[config.mk]
export PLATFORM = sky130hd
export DESIGN_NAME = stlb_seq
export DESIGN_NICKNAME = d
export VERILOG_FILES = /design/src/rtl/stlb_pkg.sv /design/src/rtl/stlb_seq.sv
export VERILOG_INCLUDE_DIRS = /design/src /design/src/rtl
export SDC_FILE = /design/constraint.sdc
export NUM_CORES = 1
export LEC_CHECK = 0
export ABC_AREA = 1
export BUFFER_PORTS_ARGS = -buffer_cell sky130_fd_sc_hd__buf_2
export CAP_MARGIN = 10
export CORE_MARGIN = 2
export CORE_UTILIZATION = 35
export CTS_CLUSTER_SIZE = 20
export DETAILED_ROUTE_END_ITERATION = 8
export PLACE_DENSITY_LB_ADDON = 0.1
export SLEW_MARGIN = 20
export SYNTH_ARGS = -nofsm -noshare
export SYNTH_HDL_FRONTEND = slang
export SYNTH_SLANG_ARGS = --single-unit
[constraint.sdc]
create_clock -name clk -period 18 [get_ports clk]
set_input_delay 2.7 -clock clk [delete_from_list [all_inputs] [get_ports clk]]
set_output_delay 2.7 -clock clk [all_outputs]
set_load 0.01 [all_outputs]
[src/rtl/sorted_table_lower_bound_macros.svh]
// Assertion macros for the sorted table lower-bound search block.
`ifndef SORTED_TABLE_LOWER_BOUND_MACROS_SVH
`define SORTED_TABLE_LOWER_BOUND_MACROS_SVH

// Same-cycle implication, sampled on clk, disabled while rst_n is low.
`define STLB_ASSERT_NOW(lbl, pre, post, msg) \
    lbl: assert property (@(posedge clk) disable iff (!rst_n) (pre) |-> (post)) \
        else $error(msg);

// Next-cycle implication, sampled on clk, disabled while rst_n is low.
`define STLB_ASSERT_NEXT(lbl, pre, post, msg) \
    lbl: assert property (@(posedge clk) disable iff (!rst_n) (pre) |=> (post)) \
        else $error(msg);

`endif

[src/rtl/stlb_pkg.sv]
// Shared constants and types for the sorted table lower-bound search block.
package stlb_pkg;

    localparam int COUNT_W         = 11;
    localparam int INDEX_W         = 10;
    localparam int KEY_IN_W        = 32;
    localparam int DEF_TABLE_DEPTH = 1024;
    localparam int DEF_KEY_WIDTH   = 32;

    localparam logic KIND_LOAD   = 1'b0;
    localparam logic KIND_SEARCH = 1'b1;

    typedef struct packed {
        logic                kind;
        logic [INDEX_W-1:0]  entry_index;
        logic [KEY_IN_W-1:0] key_value;
    } req_t;

    typedef struct packed {
        logic [COUNT_W-1:0] position;
        logic               found;
    } rsp_t;

endpackage

[src/rtl/stlb_seq.sv]
// Search sequencer: count register, halving probe loop, result register.
`include "sorted_table_lower_bound_macros.svh"

module stlb_seq
    import stlb_pkg::*;
#(
    parameter int TABLE_DEPTH = DEF_TABLE_DEPTH,
    parameter int KEY_WIDTH   = DEF_KEY_WIDTH
) (
    input  logic                           clk,
    input  logic                           rst_n,
    input  logic                           cfg_wr_en,
    input  logic [COUNT_W-1:0]             cfg_wr_data,
    input  logic                           req_valid,
    output logic                           req_stall,
    input  req_t                           req,
    output logic                           rsp_valid,
    input  logic                           rsp_stall,
    output rsp_t                           rsp,
    output logic                           ram_wr_en,
    output logic [$clog2(TABLE_DEPTH)-1:0] ram_wr_addr,
    output logic [KEY_WIDTH-1:0]           ram_wr_data,
    output logic                           ram_rd_en,
    output logic [$clog2(TABLE_DEPTH)-1:0] ram_rd_addr,
    input  logic [KEY_WIDTH-1:0]           ram_rd_data
);

    localparam int ADDR_W = $clog2(TABLE_DEPTH);

    typedef enum logic [3:0] {
        S_IDLE   = 4'b0001,
        S_SEARCH = 4'b0010,
        S_VERIFY = 4'b0100,
        S_HOLD   = 4'b1000
    } state_t;

    state_t             state_reg, state_next;
    logic [COUNT_W-1:0] count_reg;
    logic [COUNT_W-1:0] n_reg, n_next;
    logic [COUNT_W-1:0] lo_reg, lo_next;
    logic [COUNT_W-1:0] hi_reg, hi_next;
    logic [KEY_WIDTH-1:0] key_reg, key_next;
    logic [COUNT_W-1:0] pos_reg, pos_next;
    logic               hit_reg, hit_next;
    logic               rsp_valid_reg, rsp_valid_next;
    rsp_t               rsp_reg, rsp_next;

    logic               req_accept;
    logic [COUNT_W-1:0] eff_count;
    logic               less;
    logic [COUNT_W-1:0] mid_cur;
    logic [COUNT_W-1:0] lo_probe, hi_probe, mid_calc, mid_first;

    assign req_stall  = (state_reg != S_IDLE);
    assign req_accept = req_valid && !req_stall;
    assign rsp_valid  = rsp_valid_reg;
    assign rsp        = rsp_reg;

    assign eff_count = (32'(count_reg) > 32'(TABLE_DEPTH)) ? COUNT_W'(TABLE_DEPTH) : count_reg;

    // shared compare and halving unit
    assign mid_cur   = lo_reg + ((hi_reg - lo_reg) >> 1);
    assign less      = ram_rd_data < key_reg;
    assign lo_probe  = less ? mid_cur + COUNT_W'(1) : lo_reg;
    assign hi_probe  = less ? hi_reg : mid_cur;
    assign mid_calc  = lo_probe + ((hi_probe - lo_probe) >> 1);
    assign mid_first = eff_count >> 1;

    assign ram_wr_addr = ADDR_W'(req.entry_index);
    assign ram_wr_data = KEY_WIDTH'(req.key_value);

    always_comb
    begin
        state_next     = state_reg;
        n_next         = n_reg;
        lo_next        = lo_reg;
        hi_next        = hi_reg;
        key_next       = key_reg;
        pos_next       = pos_reg;
        hit_next       = hit_reg;
        rsp_valid_next = rsp_valid_reg;
        rsp_next       = rsp_reg;
        ram_wr_en      = 1'b0;
        ram_rd_en      = 1'b0;
        ram_rd_addr    = ADDR_W'(mid_calc);

        if (rsp_valid_reg && !rsp_stall)
        begin
            rsp_valid_next = 1'b0;
        end

        case (state_reg)
            S_IDLE:
            begin
                if (req_accept)
                begin
                    if (req.kind == KIND_LOAD)
                    begin
                        ram_wr_en = (32'(req.entry_index) < 32'(TABLE_DEPTH));
                    end
                    else
                    begin
                        key_next = KEY_WIDTH'(req.key_value);
                        n_next   = eff_count;
                        if (eff_count == '0)
                        begin
                            pos_next   = '0;
                            hit_next   = 1'b0;
                            state_next = S_HOLD;
                        end
                        else
                        begin
                            lo_next     = '0;
                            hi_next     = eff_count;
                            ram_rd_en   = 1'b1;
                            ram_rd_addr = ADDR_W'(mid_first);
                            state_next  = S_SEARCH;
                        end
                    end
                end
            end
            S_SEARCH:
            begin
                // ram_rd_data holds the key at the mid of the current lo/hi range
                lo_next = lo_probe;
                hi_next = hi_probe;
                if (lo_probe < hi_probe)
                begin
                    ram_rd_en   = 1'b1;
                    ram_rd_addr = ADDR_W'(mid_calc);
                end
                else if (lo_probe < n_reg)
                begin
                    ram_rd_en   = 1'b1;
                    ram_rd_addr = ADDR_W'(lo_probe);
                    state_next  = S_VERIFY;
                end
                else
                begin
                    pos_next   = lo_probe;
                    hit_next   = 1'b0;
                    state_next = S_HOLD;
                end
            end
            S_VERIFY:
            begin
                pos_next   = lo_reg;
                hit_next   = (ram_rd_data == key_reg);
                state_next = S_HOLD;
            end
            S_HOLD:
            begin
                if (!rsp_valid_reg || !rsp_stall)
                begin
                    rsp_next.position = pos_reg;
                    rsp_next.found    = hit_reg;
                    rsp_valid_next    = 1'b1;
                    state_next        = S_IDLE;
                end
            end
            default:
            begin
                state_next = S_IDLE;
            end
        endcase
    end

    always_ff @(posedge clk or negedge rst_n)
    begin
        if (!rst_n)
        begin
            state_reg     <= S_IDLE;
            count_reg     <= '0;
            rsp_valid_reg <= 1'b0;
        end
        else
        begin
            state_reg     <= state_next;
            rsp_valid_reg <= rsp_valid_next;
            if (cfg_wr_en)
            begin
                count_reg <= cfg_wr_data;
            end
        end
    end

    always_ff @(posedge clk)
    begin
        n_reg   <= n_next;
        lo_reg  <= lo_next;
        hi_reg  <= hi_next;
        key_reg <= key_next;
        pos_reg <= pos_next;
        hit_reg <= hit_next;
        rsp_reg <= rsp_next;
    end

    `STLB_ASSERT_NOW(a_search_range, state_reg == S_SEARCH, lo_reg < hi_reg, "empty probe range")
    `STLB_ASSERT_NOW(a_search_bound, state_reg == S_SEARCH, hi_reg <= n_reg, "range past count")
    `STLB_ASSERT_NOW(a_verify_index, state_reg == S_VERIFY, lo_reg < n_reg, "verify out of range")
    `STLB_ASSERT_NEXT(a_search_start, req_accept && req.kind == KIND_SEARCH,
        state_reg == S_SEARCH || state_reg == S_HOLD, "search did not start")

endmodule

==> results by group <==
Worst setup path
  – Buf/Inv on CP: 5
  – CP delay by family, top: compound AO/OA/AOI/OAI gates
  – Setup crit end kind: output port
  – CP Data Required Time: 15300 ps
  – Slowest stage delay, CP: 660 ps
  – Crit path max fanout: 20
  – Crit path DAT: 7860 ps
  – Startpoint types: primary input
  – CP Class: primary input to output port
  – Max stage delay cell, worst path: o21ai_0
  – Cell mode on critical path: nand2_1

GRT
  – Vias in the first global route: 6311
  – Number of antenna violations at the first check in global routing: 0
  – First-pass GRT wire length: 31600 µm
  – Overflow after GRT: 0
  – Pin count of the biggest net entering global routing: 45
  – Total Routing Usage GR: 16.8%

Timing
  – Setup TNS: 0 ps
  – Min cycle time layout: 10560 ps
  – Period utilization: 58.7%
  – Hold WS: 421 ps
  – Peak Freq: 94.7 MHz
  – Final hold violation count: 0
  – RSZ-0062 raised after global routing: no
  – Tightest Pin Transition: 710 ps
  – Count of final setup violators: 0
  – Clock Skews: 10.3 ps
  – Slew Viols, Final: 0
  – Worst slew margin relative to its limit: 52.2%

Logic synthesis
  – Count leader, synth: nand2_1
  – Yosys warnings: 0
  – Sequential-to-total area share from yosys stat: 37.7%
  – Post-synth top area share: 32.8%
  – Yosys cell types: 50
  – EDFF count, synth: 89
  – Asr flop ratio synth: 15.2%
  – Synth cell count leaders: nand2_1 (211), inv_1 (182), edfxtp_1 (89), ha_1 (83), nor2_1 (58)
  – Post-Syn Area: 8160 µm²
  – Syn_area_per_cell: 8.19 µm²
  – Net Count, Synth: 1174
  – Synth area leaders: edfxtp_1 (33%), ha_1 (13%), nand2_1 (9.7%)
  – Yosys top cell by area: edfxtp_1
  – Synth Flop Type: edfxtp_1
  – Synth Register Bits: 105
  – Gate Count Post-Synth: 996

Routing
  – DR DRC count: 0
  – First-pass DRT Iterations: 5
  – Vias: 6437
  – Wire per inst: 14.1 µm
  – Drt total wl: 19900 µm
  – ANT nets after route: 0
  – Starting DRC count in detailed routing: 326
  – Drt via density: 4.56

Clock network
  – CTS tree: built
  – Clock-pin transition on the worst setup and hold timing paths: 80 ps
  – Hold_buf cts: 0
  – Clk sinks: 105
  – Clock Latency Late Sink: 360 ps
  – Number of H-tree levels: 3
  – TritonCTS Buffers: 9
  – Clock Tree Buf Depth: 2
  – Root Buffer: clkbuf_16
  – Post-CTS Setup Bufs: 0
  – Post_cts resized: 0

Die
  – # IOs: 159
  – Core area: 22800 µm²
  – Initial Utilization: 35.8%
  – Die ar.: 24500 µm²
  – Die Span Y: 157 µm
  – Die W: 157 µm
  – Std cell rows: 55

Cells and area
  – Layout cells sized above 1: 20.1%
  – Max reg flops: 32
  – Area grow syn2layout: 12.5%
  – ANT cells: 0
  – Fin nets: 1271
  – Fin util: 40.3%

Placed design
  – Gp weighted congestion: 0.768
  – Buffers on Ports: 138
  – DP HPWL: 16200 µm

Status
  – Outcome: completed

Min path
  – Hold Crit Class: flip-flop to flip-flop

Run
  – Max-cap viol count: 0
## final timing paths
check                                start             end  slack [ps]  depth (start not counted)
max                        ram_rd_data[25]  ram_rd_addr[9]        7440                         30
min                             pos_reg[0]          rsp[1]         420                          0
max reg2reg                      lo_reg[0]      pos_reg[4]       11780                         25
min reg2reg                     pos_reg[0]          rsp[1]         420                          0
max in group asynchronous            rst_n    state_reg[0]       15450                          1
min in group asynchronous            rst_n    count_reg[6]        2240                          1
## stage by stage
stage / area [µm²] / std cells / setup WS (ps)
floorplan: 8160 / 996 / 8600
global placement: 8870 / 1395 / 7620
detailed placement: 8870 / 1395 / 7470
CTS: 9180 / 1411 / 7450
global route: 9180 / 1411 / 6800
finish: 9180 / 1411 / 7440
## layer usage
| layer | part of all wire (%) | vias up | track usage, % |
|---|---|---|---|
| li1 | - | 3401 | - |
| met1 | 49 | 2926 | 22.6 |
| met2 | 48 | 97 | 28.9 |
| met3 | 2.5 | 13 | 2.27 |
| met4 | 0.91 | 0 | 3.76 |
| met5 | 0 | - | 0 |
## placed cells by master (no fill, tap or decap), types with 6 or more instances in the layout
cell / count
ha_1: 83
xnor2_1: 12
o21ai_0: 49
nand2_1: 211
o22ai_1: 11
edfxtp_1: 89
inv_2: 10
a21oi_1: 46
nor2_2: 7
xor2_1: 21
inv_1: 182
o21ai_2: 6
nand4_1: 15
nand2_2: 16
buf_2: 138
nand3_1: 44
clkbuf_16: 10
dfrtp_1: 15
nor2_1: 58
## cells by family (layout without fill, tap and decap cells)
| group | after synthesis | after routing | share of synthesized area (%) |
|---|---|---|---|
| adders and majority gates | 87 | 87 | 13.7 |
| buffers and inverters | 250 | 352 | 13.9 |
| DFF | 105 | 105 | 37.7 |
| xor gates and xnor gates | 33 | 33 | 3.54 |
| AOI/OAI and AO/OA | 145 | 145 | 10.5 |
| and+or+nand+nor | 376 | 376 | 20.7 |
## cell type report
class,count,area (µm²)
Clock buffer,11,264
Tap cell,313,392
Sequential cell,105,3070
Fill cell,2395,13600
Clock inverter,5,42.5
Timing Repair Buffer,143,728
Inverter,193,727
Multi-Input combinational cell,641,3950
## worst register-to-register path, delay by kind of cell (launching register included)
| kind | cells | cell delay [ps] |
|---|---|---|
| flip-flops | 1 | 390 |
| XOR/XNOR | 1 | 150 |
| AO/OA/AOI/OAI | 2 | 1140 |
| adder cells (fa/ha/maj) | 5 | 1890 |
| AND/OR/NAND/NOR | 9 | 1220 |
| buffers and inverters | 8 | 1070 |
Power is left out: the tool's default activity adds up to more than one toggle a clock period on the data nets, which glitch-free logic cannot reach.
